## config.mk

```make
export PLATFORM = sky130hd
export DESIGN_NAME = psfc_emitter_flat
export DESIGN_NICKNAME = d
export VERILOG_FILES = /design/src/rtl/core/psfc_pkg.sv /design/src/rtl/core/psfc_if.sv /design/src/rtl/core/psfc_emitter.sv /design/src/flat_wrapper.sv
export SDC_FILE = /design/constraint.sdc
export NUM_CORES = 1
export LEC_CHECK = 0
export ABC_CLOCK_PERIOD_IN_PS = 2410
export BUFFER_PORTS_ARGS = -buffer_cell sky130_fd_sc_hd__buf_4
export CORE_MARGIN = 2
export CORE_UTILIZATION = 38
export DETAILED_ROUTE_END_ITERATION = 8
export SETUP_SLACK_MARGIN = 0.02
export SLEW_MARGIN = 15
export SYNTH_ARGS = -nofsm -noshare
export SYNTH_HDL_FRONTEND = slang
export SYNTH_SLANG_ARGS = --single-unit
```

## constraint.sdc

```tcl
create_clock -name clk -period 2.41 [get_ports clk]
set_clock_uncertainty 0.15 [all_clocks]
set_input_delay 0.482 -clock clk [delete_from_list [all_inputs] [get_ports clk]]
set_output_delay 0.482 -clock clk [all_outputs]
set_load 0.05 [all_outputs]
```

## src/rtl/core/psfc_pkg.sv

```systemverilog
// psfc_pkg: constants and shared types for the particle sensor frame checker
// no dependencies; used by every file in rtl/core
`timescale 1ns / 1ps

package psfc_pkg;

  localparam int FRAME_LEN  = 40;
  localparam int SUM_LEN    = 38;
  localparam int WORD_FIRST = 4;
  localparam int WORD_LAST  = 33;
  localparam int WORD_COUNT = 15;
  localparam int COUNT_MAX  = 63;
  localparam int BANK_COUNT = 2;
  localparam int MEM_DEPTH  = WORD_COUNT * BANK_COUNT;

  localparam int COUNT_W = 6;
  localparam int IDX_W   = 4;
  localparam int ADDR_W  = $clog2(MEM_DEPTH);
  localparam int WORD_W  = 16;
  localparam int BYTE_W  = 8;

  typedef logic [COUNT_W-1:0] count_t;
  typedef logic [IDX_W-1:0]   idx_t;
  typedef logic [ADDR_W-1:0]  addr_t;
  typedef logic [WORD_W-1:0]  word_t;
  typedef logic [BYTE_W-1:0]  byte_t;

  typedef struct packed {
    logic  en;
    addr_t addr;
    word_t data;
  } wr_req_t;

  typedef struct packed {
    logic valid;
    logic bank;
  } emit_start_t;

  typedef struct packed {
    logic  en;
    addr_t addr;
  } rd_req_t;

  function automatic addr_t word_addr(logic bank, idx_t idx);
    addr_t base;
    base = bank ? addr_t'(WORD_COUNT) : '0;
    return base + addr_t'(idx);
  endfunction

endpackage

```

## src/rtl/core/psfc_if.sv

```systemverilog


interface psfc_out_if;
  logic            valid;
  logic            ready;
  psfc_pkg::idx_t  field_index;
  psfc_pkg::word_t field_value;
  logic            last_field;

  modport source (output valid, output field_index, output field_value,
                  output last_field, input ready);
  modport sink   (input valid, input field_index, input field_value,
                  input last_field, output ready);
endinterface

```

## src/rtl/core/psfc_emitter.sv

```systemverilog
// psfc_emitter: reads the fifteen words of a checked frame and queues them out
// depends on psfc_pkg and psfc_if; reads psfc_word_mem through rd_req
`timescale 1ns / 1ps

module psfc_emitter (
  input  logic                  clk,
  input  logic                  rst_n,
  input  psfc_pkg::emit_start_t start,
  output logic                  busy,
  output psfc_pkg::rd_req_t     rd_req,
  input  psfc_pkg::word_t       rd_data,
  psfc_out_if.source            out_ch
);

  logic           busy_r, busy_nxt;
  logic           bank_r, bank_nxt;
  psfc_pkg::idx_t idx_r, idx_nxt;
  logic           inflight_r;
  psfc_pkg::idx_t rd_idx_r;
  logic [1:0]     occ_r, occ_nxt;
  logic           wr_ptr_r, rd_ptr_r;
  psfc_pkg::idx_t q_idx [2];
  psfc_pkg::word_t q_val [2];
  logic           issue;
  logic           pop;
  logic           last_idx;

  assign last_idx    = (idx_r == psfc_pkg::idx_t'(psfc_pkg::WORD_COUNT - 1));
  assign issue       = busy_r && ({1'b0, inflight_r} + occ_r < 2'd2);
  assign pop         = out_ch.valid && out_ch.ready;
  assign busy        = busy_r;
  assign rd_req.en   = issue;
  assign rd_req.addr = psfc_pkg::word_addr(bank_r, idx_r);

  assign out_ch.valid       = (occ_r != 2'd0);
  assign out_ch.field_index = q_idx[rd_ptr_r];
  assign out_ch.field_value = q_val[rd_ptr_r];
  assign out_ch.last_field  =
    (q_idx[rd_ptr_r] == psfc_pkg::idx_t'(psfc_pkg::WORD_COUNT - 1));

  always_comb begin
    busy_nxt = busy_r;
    bank_nxt = bank_r;
    idx_nxt  = idx_r;
    if (start.valid && !busy_r) begin
      busy_nxt = 1'b1;
      bank_nxt = start.bank;
      idx_nxt  = '0;
    end else if (issue) begin
      idx_nxt = idx_r + 1'b1;
      if (last_idx) begin
        busy_nxt = 1'b0;
      end
    end
    occ_nxt = occ_r + {1'b0, inflight_r} - {1'b0, pop};
  end

  always_ff @(posedge clk) begin
    if (!rst_n) begin
      busy_r     <= 1'b0;
      bank_r     <= 1'b0;
      idx_r      <= '0;
      inflight_r <= 1'b0;
      occ_r      <= '0;
      wr_ptr_r   <= 1'b0;
      rd_ptr_r   <= 1'b0;
    end else begin
      busy_r     <= busy_nxt;
      bank_r     <= bank_nxt;
      idx_r      <= idx_nxt;
      inflight_r <= issue;
      occ_r      <= occ_nxt;
      if (inflight_r) begin
        wr_ptr_r <= !wr_ptr_r;
      end
      if (pop) begin
        rd_ptr_r <= !rd_ptr_r;
      end
    end
  end

  always_ff @(posedge clk) begin
    if (issue) begin
      rd_idx_r <= idx_r;
    end
    if (inflight_r) begin
      q_idx[wr_ptr_r] <= rd_idx_r;
      q_val[wr_ptr_r] <= rd_data;
    end
  end

  a_occ_bound: assert property (@(posedge clk) disable iff (!rst_n)
    occ_r <= 2'd2)
    else $error("output queue overflow");

  a_start_idle: assert property (@(posedge clk) disable iff (!rst_n)
    start.valid |-> !busy_r)
    else $error("frame start while previous frame still reading");

  a_busy_ends: assert property (@(posedge clk) disable iff (!rst_n)
    issue && last_idx |=> !busy_r)
    else $error("reader did not stop after the last word");

  a_room: assert property (@(posedge clk) disable iff (!rst_n)
    inflight_r |-> occ_r < 2'd2 || pop)
    else $error("read data returned with no queue slot");

endmodule

```

## src/flat_wrapper.sv

```systemverilog
// flat-port wrapper written by rule: the top's interface ports become plain ports
module psfc_emitter_flat 
  (clk, rst_n, start, busy, rd_req, rd_data, out_ch_valid, out_ch_field_index, out_ch_field_value, out_ch_last_field, out_ch_ready);
  psfc_out_if out_ch_i ();
  input  logic clk;
  input  logic rst_n;
  input  psfc_pkg::emit_start_t start;
  output logic busy;
  output psfc_pkg::rd_req_t rd_req;
  input  psfc_pkg::word_t rd_data;
  output wire logic [$bits(out_ch_i.valid)-1:0] out_ch_valid;
  output wire logic [$bits(out_ch_i.field_index)-1:0] out_ch_field_index;
  output wire logic [$bits(out_ch_i.field_value)-1:0] out_ch_field_value;
  output wire logic [$bits(out_ch_i.last_field)-1:0] out_ch_last_field;
  input wire logic [$bits(out_ch_i.ready)-1:0] out_ch_ready;
  assign out_ch_valid = out_ch_i.valid;
  assign out_ch_field_index = out_ch_i.field_index;
  assign out_ch_field_value = out_ch_i.field_value;
  assign out_ch_last_field = out_ch_i.last_field;
  assign out_ch_i.ready = out_ch_ready;
  psfc_emitter u_core (.clk(clk), .rst_n(rst_n), .start(start), .busy(busy), .rd_req(rd_req), .rd_data(rd_data), .out_ch(out_ch_i));
endmodule
```

* Word level (Yosys, flattened, before mapping) *
Memory sizes are Yosys's and may differ from the RTL's. A register that Yosys moved wholly into a read port is not among the register bits.
Index checks and enable logic that the tools add are counted.

cells by class
  $add $sub $neg = 4
  $mul = 0
  div/mod/pow operators = 0
  order comparisons = 1
  equality and inequality tests = 2
  shifts and indexed selects = 0
  muxes and demuxes = 10
  bitwise logic cells = 1
  reductions and logical operators = 11

operators with widths
  cell                   number
  $mux W1                9
  $eq A4 B4 Y1 const B   2
  $reduce_bool A2 Y1     3
  $add A5 B4 Y5          1
  $add A4 B1 Y4 const B  1
  $mux W4                1
  $logic_and A1 B1 Y1    3
  $logic_not A1 Y1       3
  $add A1 B2 Y2          1
  $lt A2 B2 Y1 const B   1
  $reduce_and A2 Y1      1
  $reduce_or A2 Y1       1
  $sub A2 B1 Y2          1
  $not A1 Y1             1

word-level totals
  register bits = 15
  latch bits = 0
  RAM bits = 40
  ROM bits = 0
  input bits = 21
  output and inout port bits = 29
  memories kept = 2

memory list
  memory        words  bits a word  rd ports  clocked after Yosys merged registers in  wr ports  line                source
  u_core.q_val  2      16           1         1                                        1         psfc_emitter.sv:23  psfc_pkg::word_t q_val [2];
  u_core.q_idx  2      4            1         1                                        1         psfc_emitter.sv:22  psfc_pkg::idx_t q_idx [2];

* Longest topological paths before layout *
  depth after elaboration = 5
  depth in mapped cells = 5
  gate-level depth less buffers = 5

* Worst setup path before layout *
No wires, ideal clock.

  path kind = reg2out
  start point = reg u_core.bank_r
  end point = out rd_req[2] in the netlist's numbering
  arrival = 1722 ps
  path slack = 56 ps
  stages on the path, launching flop included = 4
  path buffers = 0
  cells stage by stage = dfxtp_1 ha_1 fa_1 xor2_1

RTL lines
  what                    line                source
  start, declared         psfc_emitter.sv:16  logic bank_r, bank_nxt;
  start signal, assigned  psfc_emitter.sv:69  bank_r <= bank_nxt;
  end, declared           flat_wrapper.sv:9   output psfc_pkg::rd_req_t rd_req;

==> run_results.csv <==
group,metric,value,unit
critical_path,critPathTopFamily,"adder cells",
clock_network,tritoncts,"yes",
detailed_routing,wire_per_inst,14.58,µm
synthesis,ys_top_cells_by_area,"edfxtp_1, dfxtp_1, mux2_2",
critical_path,critical-path-slowest-cell,"dfxtp_4",
synthesis,syn_inst,134,
clock_network,cts_hold_buf,0,
floorplan,rows,27,
synthesis,yosysSeqAreaShare,69.72,%
timing,slew_headroom,68.11,%
run_status,status,"finished clean",
critical_path,r2r-start,"u_core.inflight_r",
power,vdd_ir_drop_max,0.4802,mV
synthesis,synth_edf_count,44,
synthesis,synth.top_cell.area_share,58.99,%
floorplan,dieArea,0.006524,mm²
global_routing,grt_overflow_total,0,
detailed_routing,drcViolationCount,0,
global_routing,grt_pass1_vias,1346,
critical_path,critPathKind,"reg -> out",
clock_network,clkSinkCount,56,
synthesis,ys_types,32,
detailed_routing,drt-initial-drc-count,61,
clock_network,cts_buffers,5,
global_routing,grt_max_degree,21,
clock_network,root_buffer,"clkbuf_8",
clock_network,clock_latency,0.29,ns
timing,setup_violations,0,
finish,fin_cells,265,
floorplan,initial_utilization,39.94,%
critical_path,worstPathCellList,"ha_4 -> fa_2 -> a21o_1 -> a21o_1 -> buf_6",
critical_path,critPathMaxFanout,6,
synthesis,synth_nets,164,
detailed_routing,dr.pass1.iters,4,
critical_path,crit_arrival,1.70,ns
synthesis,ys_seq_elements,56,
worst_hold_path,holdCritStartpoint,"rd_data[8]",
timing,hold_viol_final,0,
global_routing,grt_pass1_wl,6196,µm
finish,final_util,50.60,%
detailed_routing,routed_wl,3865,µm
synthesis,yosysMostFrequentCell,"edfxtp_1",
global_routing,grt_usage,12.54,%
timing,rsz0062_at_grt,"true",
finish,fillCellCount,489,
detailed_routing,vias,1275,
critical_path,end_kind,"output port",
synthesis,synthArstFlopShare,0,%
detailed_routing,postRouteAntennaNets,0,
critical_path,cp_common_cell,"a21o_1",
place,place_area,0.002704,mm²
synthesis,synthFlopType,"edfxtp_1",
worst_hold_path,worstHoldPathCells,1,
synthesis,avgSynthCellArea,16.71,µm²
critical_path,worstReg2RegEnd,"u_core.busy",
global_routing,antenna_found_initial,0,
finish,drive_above_1_share,47.67,%
clock_network,clockBufferDepth,2,
place,pre_cts_slack,0.2304,ns
floorplan,die_x,80.77,µm
detailed_routing,vias_per_cell,4.811,
critical_path,cp_slowest_stage_delay,0.38,ns
timing,final-max-slew-violation-count,0,
power,power_density,975.2,mW/mm²
timing,tightest_slew,0.4762,ns
worst_hold_path,whs_endpoint,"u_core.q_val[1][8]",
timing,max_freq,429.6,MHz
timing,whs,0.2191,ns
timing,min_period,2.328,ns
critical_path,reg2reg_slack,0.80,ns
finish,antenna_cells,0,
power,p_leak,1.111,nW
synthesis,yosys_warnings,0,
place,place_hpwl,2808,µm
finish,syn_to_final_growth,26.70,%
worst_hold_path,worst_hold_path_type,"in -> reg",
synthesis,yosys-top-cells-count,"edfxtp_1, mux2_2, dfxtp_1, ha_1, nor2b_1",
finish,postLayoutCellArea,0.002838,mm²
flow_run,cap_violations,0,
floorplan,coreArea,0.005608,mm²
floorplan,chipHeight,80.77,µm
synthesis,synth.largest_area_cell,"edfxtp_1",
finish,nets,222,
critical_path,required,1.78,ns
timing,layout_setup_ws,0.08228,ns
clock_network,htreeDepth,2,
timing,min_period_over_period,96.59,%
place,dp_cells,255,
floorplan,io_pins,50,
clock_network,clk_pin_slew,0.09,ns
critical_path,path_buf_inv,1,
critical_path,crit_path_start_kind,"register",
critical_path,worstRegToRegCells,5,
place,io_buffers,49,
synthesis,syn_area,0.002240,mm²
place,gp_congestion,0.8083,
==> worst max path at each step <==
| stage | from | endpoint | slack [ns] | cells after the start |
|---|---|---|---|---|
| floorplan | u_core.bank_r | rd_req[2] | 0.06 | 3 |
| global placement | u_core.bank_r | rd_req[4] | 0.28 | 5 |
| detailed placement | u_core.bank_r | rd_req[4] | 0.23 | 5 |
| CTS | u_core.bank_r | rd_req[4] | -0.006 | 5 |
| global route | u_core.idx_r[0] | rd_req[4] | 0.01 | 5 |
| finish | u_core.idx_r[0] | rd_req[4] | 0.08 | 5 |
==> power breakdown <==
| part | switching [W] | internal, W |
|---|---|---|
| sequential | 0.0000738 | 0.00115 |
| clock | 0.000276 | 0.000202 |
| combinational | 0.000680 | 0.000388 |
| total | 0.00103 | 0.00174 |
==> through the flow <==
| step | setup TNS [ns] | total power, W |
|---|---|---|
| floorplan | 0 | 0.002021 |
| global placement | 0 | 0.002284 |
| detailed placement | 0 | 0.002315 |
| CTS | -0.005942 | 0.002794 |
| global route | 0 | 0.002903 |
| finish | 0 | 0.002767 |
==> layout make-up <==
class	count	area (µm²)	area share, %
flip-flops and latches	56	1574	55.47
clock inverters	2	11.26	0.3968
well taps	72	90.09	3.175
inverters	3	11.26	0.3968
clock buffers	6	72.57	2.557
repair buffers	55	416.7	14.68
multi-input cells	71	661.9	23.32
==> layer usage <==
metal | wire, µm | global-route usage, % | vias to the layer above | part of all wire (%)
li1 | - | - | 619 | -
met1 | 1606 | 13.81 | 619 | 42
met2 | 2047 | 23.67 | 33 | 53
met3 | 189 | 4.000 | 4 | 4.9
met4 | 21 | 2.542 | 0 | 0.54
met5 | 0 | 0 | - | 0
==> flip-flops by register name (all words and copies together) (netlist names), 2 cells and up, named ones only <==
signal,count
u_core.idx_r,4
u_core.rd_idx_r,4
u_core.occ_r,2
u_core.q_val,32
u_core.q_idx,8
==> cell usage in the layout (no fill, tap or decap), drive strengths merged, types with 4 or more instances in the layout <==
cell	Yosys	layout
nor2b	6	6
clkbuf	1	6
dfxtp	12	12
a21oi	4	4
xnor2	4	4
buf	3	55
mux2	20	20
ha	8	8
edfxtp	44	44
==> cell families after synthesis <==
kind of cell | Yosys count | share of synthesized area (%)
flops | 56 | 69.72
mux | 21 | 10.50
simple gates | 19 | 5.141
compound gates | 16 | 4.916
fa+ha+maj | 9 | 5.363
buf+inv | 7 | 1.676
xor+xnor | 6 | 2.682
==> what timing repair did <==
item,4_1_cts,5_1_grt
buffers inserted,0,2
setup endpoints to repair,2,14
pin swaps,0,1
cloned,0,0
gates resized for setup,4,8
No activity file was read; power rests on OpenSTA's default activity.
